[src/rtl/fmprt_pkg.sv]
// Shared types and codes of the first-match rule table.
// No dependencies.
package fmprt_pkg;

  localparam logic [1:0] MODE_LOOKUP = 2'd0;
  localparam logic [1:0] MODE_INSERT = 2'd1;
  localparam logic [1:0] MODE_DELETE = 2'd2;
  localparam logic [1:0] MODE_UNUSED = 2'd3;

  localparam logic [1:0] ST_OK        = 2'd0;
  localparam logic [1:0] ST_NOT_FOUND = 2'd1;
  localparam logic [1:0] ST_FULL      = 2'd2;

  localparam logic [6:0] COUNT_MAX = 7'h7F;

  typedef struct packed {
    logic [1:0]  mode;
    logic [15:0] rule_tag;
    logic [15:0] after_tag;
    logic [31:0] src_addr;
    logic [31:0] src_mask;
    logic [31:0] dst_addr;
    logic [31:0] dst_mask;
    logic [31:0] src_port_range;
    logic [31:0] dst_port_range;
    logic [7:0]  protocol;
    logic        action;
  } item_t;

  typedef struct packed {
    logic [1:0]  status;
    logic        matched;
    logic [15:0] match_tag;
    logic        match_action;
    logic [6:0]  deleted_count;
  } result_t;

  typedef struct packed {
    logic [31:0] src_addr;
    logic [31:0] src_mask;
    logic [31:0] dst_addr;
    logic [31:0] dst_mask;
    logic [31:0] src_range;
    logic [31:0] dst_range;
    logic [15:0] tag;
    logic [7:0]  protocol;
    logic        action;
  } rule_t;

  typedef enum logic [2:0] {
    S_IDLE, S_SCAN, S_WALK_START, S_WALK, S_WRITE, S_LINK, S_DONE
  } state_t;

  typedef struct packed {
    logic capture;
    logic scan_next;
    logic free_found;
    logic read_head;
    logic read_next;
    logic take_match;
    logic del_step;
    logic record_pos;
    logic write_rule;
    logic link_rule;
    logic set_full;
    logic set_notfound;
  } ctl_cmd_t;

  typedef struct packed {
    logic [1:0] in_mode;
    logic [1:0] mode;
    logic       head_empty;
    logic       after_zero;
    logic       slot_free;
    logic       scan_last;
    logic       node_hit;
    logic       after_eq;
    logic       nx_end;
    logic       pos_found;
  } dp_status_t;

endpackage

[src/rtl/fmprt_ctrl.sv]
// Sequencer of the rule table: scan, list walk, write and link steps.
// Depends on fmprt_pkg.
module fmprt_ctrl import fmprt_pkg::*; (
  input  logic       clk,
  input  logic       rst,
  input  logic       start,
  input  dp_status_t st,
  output ctl_cmd_t   cmd,
  output logic       busy,
  output logic       done
);

  state_t state, state_next;

  // State register
  always_ff @(posedge clk) begin
    if (rst) begin
      state <= S_IDLE;
    end else begin
      state <= state_next;
    end
  end

  // Next state and commands
  always_comb begin
    state_next = state;
    cmd        = '0;
    busy       = 1'b1;
    done       = 1'b0;
    unique case (state)
      S_IDLE: begin
        busy = 1'b0;
        if (start) begin
          cmd.capture = 1'b1;
          unique case (st.in_mode) inside
            MODE_LOOKUP, MODE_DELETE:
              state_next = st.head_empty ? S_DONE : S_WALK_START;
            MODE_INSERT: state_next = S_SCAN;
            default:     state_next = S_DONE;
          endcase
        end
      end
      S_SCAN: begin
        if (st.slot_free) begin
          cmd.free_found = 1'b1;
          state_next = (st.head_empty || st.after_zero) ? S_WRITE : S_WALK_START;
        end else if (st.scan_last) begin
          cmd.set_full = 1'b1;
          state_next = S_DONE;
        end else begin
          cmd.scan_next = 1'b1;
        end
      end
      S_WALK_START: begin
        cmd.read_head = 1'b1;
        state_next = S_WALK;
      end
      S_WALK: begin
        unique case (st.mode)
          MODE_LOOKUP: begin
            if (st.node_hit) begin
              cmd.take_match = 1'b1;
              state_next = S_DONE;
            end else if (st.nx_end) begin
              state_next = S_DONE;
            end else begin
              cmd.read_next = 1'b1;
            end
          end
          MODE_INSERT: begin
            if (st.after_eq) begin
              cmd.record_pos = 1'b1;
              state_next = S_WRITE;
            end else if (st.nx_end) begin
              cmd.set_notfound = 1'b1;
              state_next = S_DONE;
            end else begin
              cmd.read_next = 1'b1;
            end
          end
          default: begin
            cmd.del_step = 1'b1;
            if (st.nx_end) begin
              state_next = S_DONE;
            end else begin
              cmd.read_next = 1'b1;
            end
          end
        endcase
      end
      S_WRITE: begin
        cmd.write_rule = 1'b1;
        state_next = st.pos_found ? S_LINK : S_DONE;
      end
      S_LINK: begin
        cmd.link_rule = 1'b1;
        state_next = S_DONE;
      end
      S_DONE: begin
        done = 1'b1;
        state_next = S_IDLE;
      end
      default: state_next = S_IDLE;
    endcase
  end

endmodule

[config.mk]
export PLATFORM = sky130hd
export DESIGN_NAME = fmprt_ctrl
export DESIGN_NICKNAME = d
export VERILOG_FILES = /design/src/rtl/fmprt_pkg.sv /design/src/rtl/fmprt_ctrl.sv
export SDC_FILE = /design/constraint.sdc
export NUM_CORES = 1
export LEC_CHECK = 0
export BUFFER_PORTS_ARGS = -buffer_cell sky130_fd_sc_hd__buf_2
export CORE_AREA = 2 2 39 41
export DETAILED_ROUTE_END_ITERATION = 6
export DIE_AREA = 0 0 41 43
export GPL_ROUTABILITY_DRIVEN = 1
export GPL_TIMING_DRIVEN = 0
export SLEW_MARGIN = 10
export SYNTH_ARGS = -nofsm -noshare
export SYNTH_HDL_FRONTEND = slang
export SYNTH_SLANG_ARGS = --single-unit
[constraint.sdc]
create_clock -name clk -period 1.72 [get_ports clk]
set_clock_uncertainty 0.2 [all_clocks]
set_input_delay 0.344 -clock clk [delete_from_list [all_inputs] [get_ports clk]]
set_output_delay 0.344 -clock clk [all_outputs]
set_load 0.05 [all_outputs]
### Word level (Yosys, flattened, before mapping)

Index checks and enable logic that the tools add are counted.

| operators by class | value |
|---|---|
| equal/unequal tests | 11 |
| muxes and demuxes | 40 |
| reduce and logical (&&, ||, !) cells | 7 |

Operators by type and width:

| kind | count |
|---|---|
| two-way mux 1 bit | 25 |
| two-way mux 3 bit | 8 |
| case mux 3 bit (6 select lines) | 1 |
| case mux 3 bit (2 select lines) | 2 |
| == test 3 bit, second input constant | 3 |
| == test 3 x 2 -> 1 bit, second input constant | 2 |
| == test 2 x 1 -> 1 bit, second input constant | 2 |
| zero test 2 bit | 2 |
| two-way mux 2 bit | 2 |
| two-way mux 4 bit | 1 |
| OR reduction 2 bit | 2 |
| == test 3 x 1 -> 1 bit, second input constant | 1 |
| zero test 3 bit | 1 |
| inequality test 3 bit, second input constant | 1 |
| == test 2 bit, second input constant | 1 |
| inequality test 2 bit, second input constant | 1 |
| case mux 1 bit (2 select lines) | 1 |
| AND reduction 2 bit | 1 |
| logical OR 1 bit | 1 |

| storage, ports and cells | value |
|---|---|
| bits in registers | 3 |
| output and inout bits | 14 |

### Logic depth before layout (Yosys ltp)

| logic depth | value |
|---|---|
| depth after elaboration | 5 |
| depth in mapped cells | 5 |
| depth with buffers taken out | 4 |

### Worst setup path before layout

No wires, ideal clock.

| timing | value |
|---|---|
| kind | reg2out |
| from | reg state[0] |
| to | out cmd[0] (netlist name) |
| arrival | 2,063 ps |
| required time | 1,176 ps |
| setup slack | -887 ps |
| stages on the path, launching flop included | 4 |
| buffers on the path | 1 |
| cells stage by stage | dfxtp_1 -> buf_6 -> nand3b_4 -> nor4_1 |

RTL lines:

| what | line | RTL |
|---|---|---|
| start: declaration | fmprt_ctrl.sv:13 | `state_t state, state_next;` |
| start signal: assignment | fmprt_ctrl.sv:20 | `state <= state_next;` |
| end: declaration | fmprt_ctrl.sv:8 | `output ctl_cmd_t cmd,` |

==> flow_summary.yaml <==
clock_network:
  clkSinkCount: 3
  cts_root_buf: "clkbuf_4"
  cts_buffer_depth: 2
  cts-buffers-inserted: 3
  insertion_delay_ns: 0.23
  clk_pin_slew_ns: 0.04
  h-tree-depth: 1
  cts_tree: "yes"
sta:
  relSlewSlack_pct: 77.8
  rsz0062_at_grt: "true"
  layout_min_cycle_time_ns: 1.79
  finalSetupViolCount: 9
  post-route-period-util_pct: 104
  setup_tns_ns: -0.369
  fmax_mhz: 557
  tightestPinTransition_ns: 0.329
  maxSlewViolCount: 0
  timing_hold_violations_final: 0
  layout_setup_ws_ns: -0.0743
routing:
  wl_mm: 1.43
  wl_per_cell_um: 12.5
  drcViolationCount: 0
  initialDrtViolationCount: 2
  routed_via_density: 5.13
  vias: 585
  dr.pass1.iters: 4
  drtAntennaViolNets: 0
die:
  core_um2: 1380
  die_height_um: 43
  die_x_um: 41
  die-area_um2: 1760
  ios: 29
  start_util_pct: 28.1
  row_count: 14
worst_setup_path:
  critical_path_class: "register to output port"
  worstPathRequired_ns: 1.18
  startpoint_type: "register"
  r2r_end: "state[0]"
  critical_path.max_fanout: 5
  cp-end-kind: "output port"
  r2r_setup_slack_ns: 0.16
  r2r_start: "state[0]"
  reg2regPathDepth: 5
  arrival_ns: 1.25
yosys:
  syn_inst: 54
  yosysWarnings: 0
  ys_seq_elements: 3
  yosysTopAreaCell: "dfxtp_1"
  syn_area_um2: 389
  synth.distinct_cells: 25
  synth.top_cells.by_area: "dfxtp_1, nor3_1, nor3b_2, nor3b_1, a21oi_1"
  ys_seq_area_share_pct: 15.4
  postSynthAreaPerCell_um2: 7.21
  yosysTopAreaCellShare_pct: 15.4
  synthesis.nets: 69
placed_design:
  dp_hpwl_um: 900
  port_buffers: 28
  gp_congestion: 0.735
power:
  internal_power_uw: 761
  p_switching_uw: 729
  p_leak_uw: 0.000442
  p_comb_share_pct: 82.0
  total_power_uw: 1490
  pwr-share-clk_pct: 8.3
  ir_drop_uv: 758
  sw_frac_of_total_pct: 48.9
  p_seq_share_pct: 9.8
  powerDensity_nw_per_um2: 1610
finish:
  area_delta_synth_final_pct: 138
  post-route-util_pct: 66.9
  top_regs: "state x3"
  diodes: 0
  fillers: 109
  nNetsFinal: 114
  top_register: "state"
  drive_above_1_share_pct: 71.4
  seqCellArea_um2: 66.3
  multiInputGateArea_um2: 427
  largest_reg_flops: 3
grt:
  grt_max_degree: 8
  grt_pass1_vias: 589
  grt_pass1_wl_mm: 2.23
  antenna_found_initial: 0
  grt-ovfl-total: 0
  grt.total_usage_pct: 18.0
min_path:
  worst_hold_path_type: "primary input to register"
  worstHoldStart: "rst"
  hold_end: "state[0]"
  min_path_cells: 2
flow_run:
  cap_violations: 0
outcome:
  violations: "setup timing"
  outcome: "complete, but fails checks"
-- cell usage after synthesis (all sizes together) --
library cell / number
nand2b: 3
nor3: 7
o21ai: 6
nor3b: 5
a21oi: 4
a32oi: 1
nor4: 1
nand2: 4
nand3b: 1
and2: 3
mux2: 1
and3: 2
a31oi: 2
o311a: 1
inv: 3
nor4b: 1
buf: 3
nor2: 3
dfxtp: 3
-- power groups by stage --
stage	registers (uW)	clock network [uW]	logic [uW]
finish	145	123	1220
global route	152	137	1300
CTS	144	127	1150
detailed placement	126	0	751
global placement	125	0	752
floorplan	121	0	607
-- cells in the final DEF (no fill, tap or decap), types with 3 or more instances in the layout --
cell,instances
buf_2,14
buf_6,12
buf_4,11
buf_8,5
nor3_4,5
a21oi_1,4
o21ai_0,4
clkbuf_4,4
and2_4,3
nor3b_4,3
nand2b_1,3
nand2_1,3
-- metal layers --
layer / track usage [%] / wire (um)
met1: 20.2 / 532
met2: 31.3 / 770
met3: 3.66 / 107
met4: 6.00 / 19
met5: 0 / 0
-- worst max-delay path, stage by stage (launching register included) --
cell and delay [ns]:
dfxtp_2 0.32, buf_6 0.14, nor2_4 0.12, nand2_4 0.08
nor3b_4 0.18, buf_6 0.18
-- layout make-up --
class / count / area share, %
multi-input cells: 45 / 46.1
repair buffers: 40 / 35.5
flip-flops and latches: 3 / 7.16
plain buffers: 3 / 4.46
clock buffers: 4 / 2.84
well taps: 16 / 2.16
inverters: 3 / 1.76
-- per-stage QoR --
step	hold slack [ns]	area, um2	instances	setup WS (ns)
6_report	0.0863	926	114	-0.0743
5_1_grt	0.0801	926	114	-0.145
4_1_cts	0.0778	880	113	-0.113
3_5_place_dp	0.332	619	98	-0.118
3_3_place_gp	0.329	619	98	-0.0868
2_1_floorplan	0.214	459	54	-0.0797
-- logic make-up (layout without fill, tap and decap cells) --
| family | count (synthesis) | in the layout | share of synthesized area [%] |
|---|---|---|---|
| compound gates | 14 | 14 | 20.9 |
| buf+inv | 6 | 50 | 9.00 |
| flops | 3 | 3 | 15.4 |
| mux | 1 | 1 | 2.89 |
| simple gates | 30 | 30 | 51.8 |
-- worst max-delay path by stage --
stage / start / end / slack [ns] / cells after the start
final: state[2] / cmd[1] / -0.07 / 5
after global routing: state[2] / cmd[1] / -0.15 / 5
after CTS: state[2] / cmd[1] / -0.11 / 5
after detailed placement: state[1] / cmd[11] / -0.12 / 4
after global placement: state[2] / cmd[1] / -0.09 / 5
after floorplan: state[0] / cmd[4] / -0.08 / 3
-- repair_timing --
action                                  4_1_cts  5_1_grt
gates resized for setup                      48        9
endpoints found under the setup margin       14       14
setup buffers                                10        2
pin swaps                                     8        6
gates cloned                                  1        0
hold buffers                                  0        0
Power figures use the tool's default switching activity.
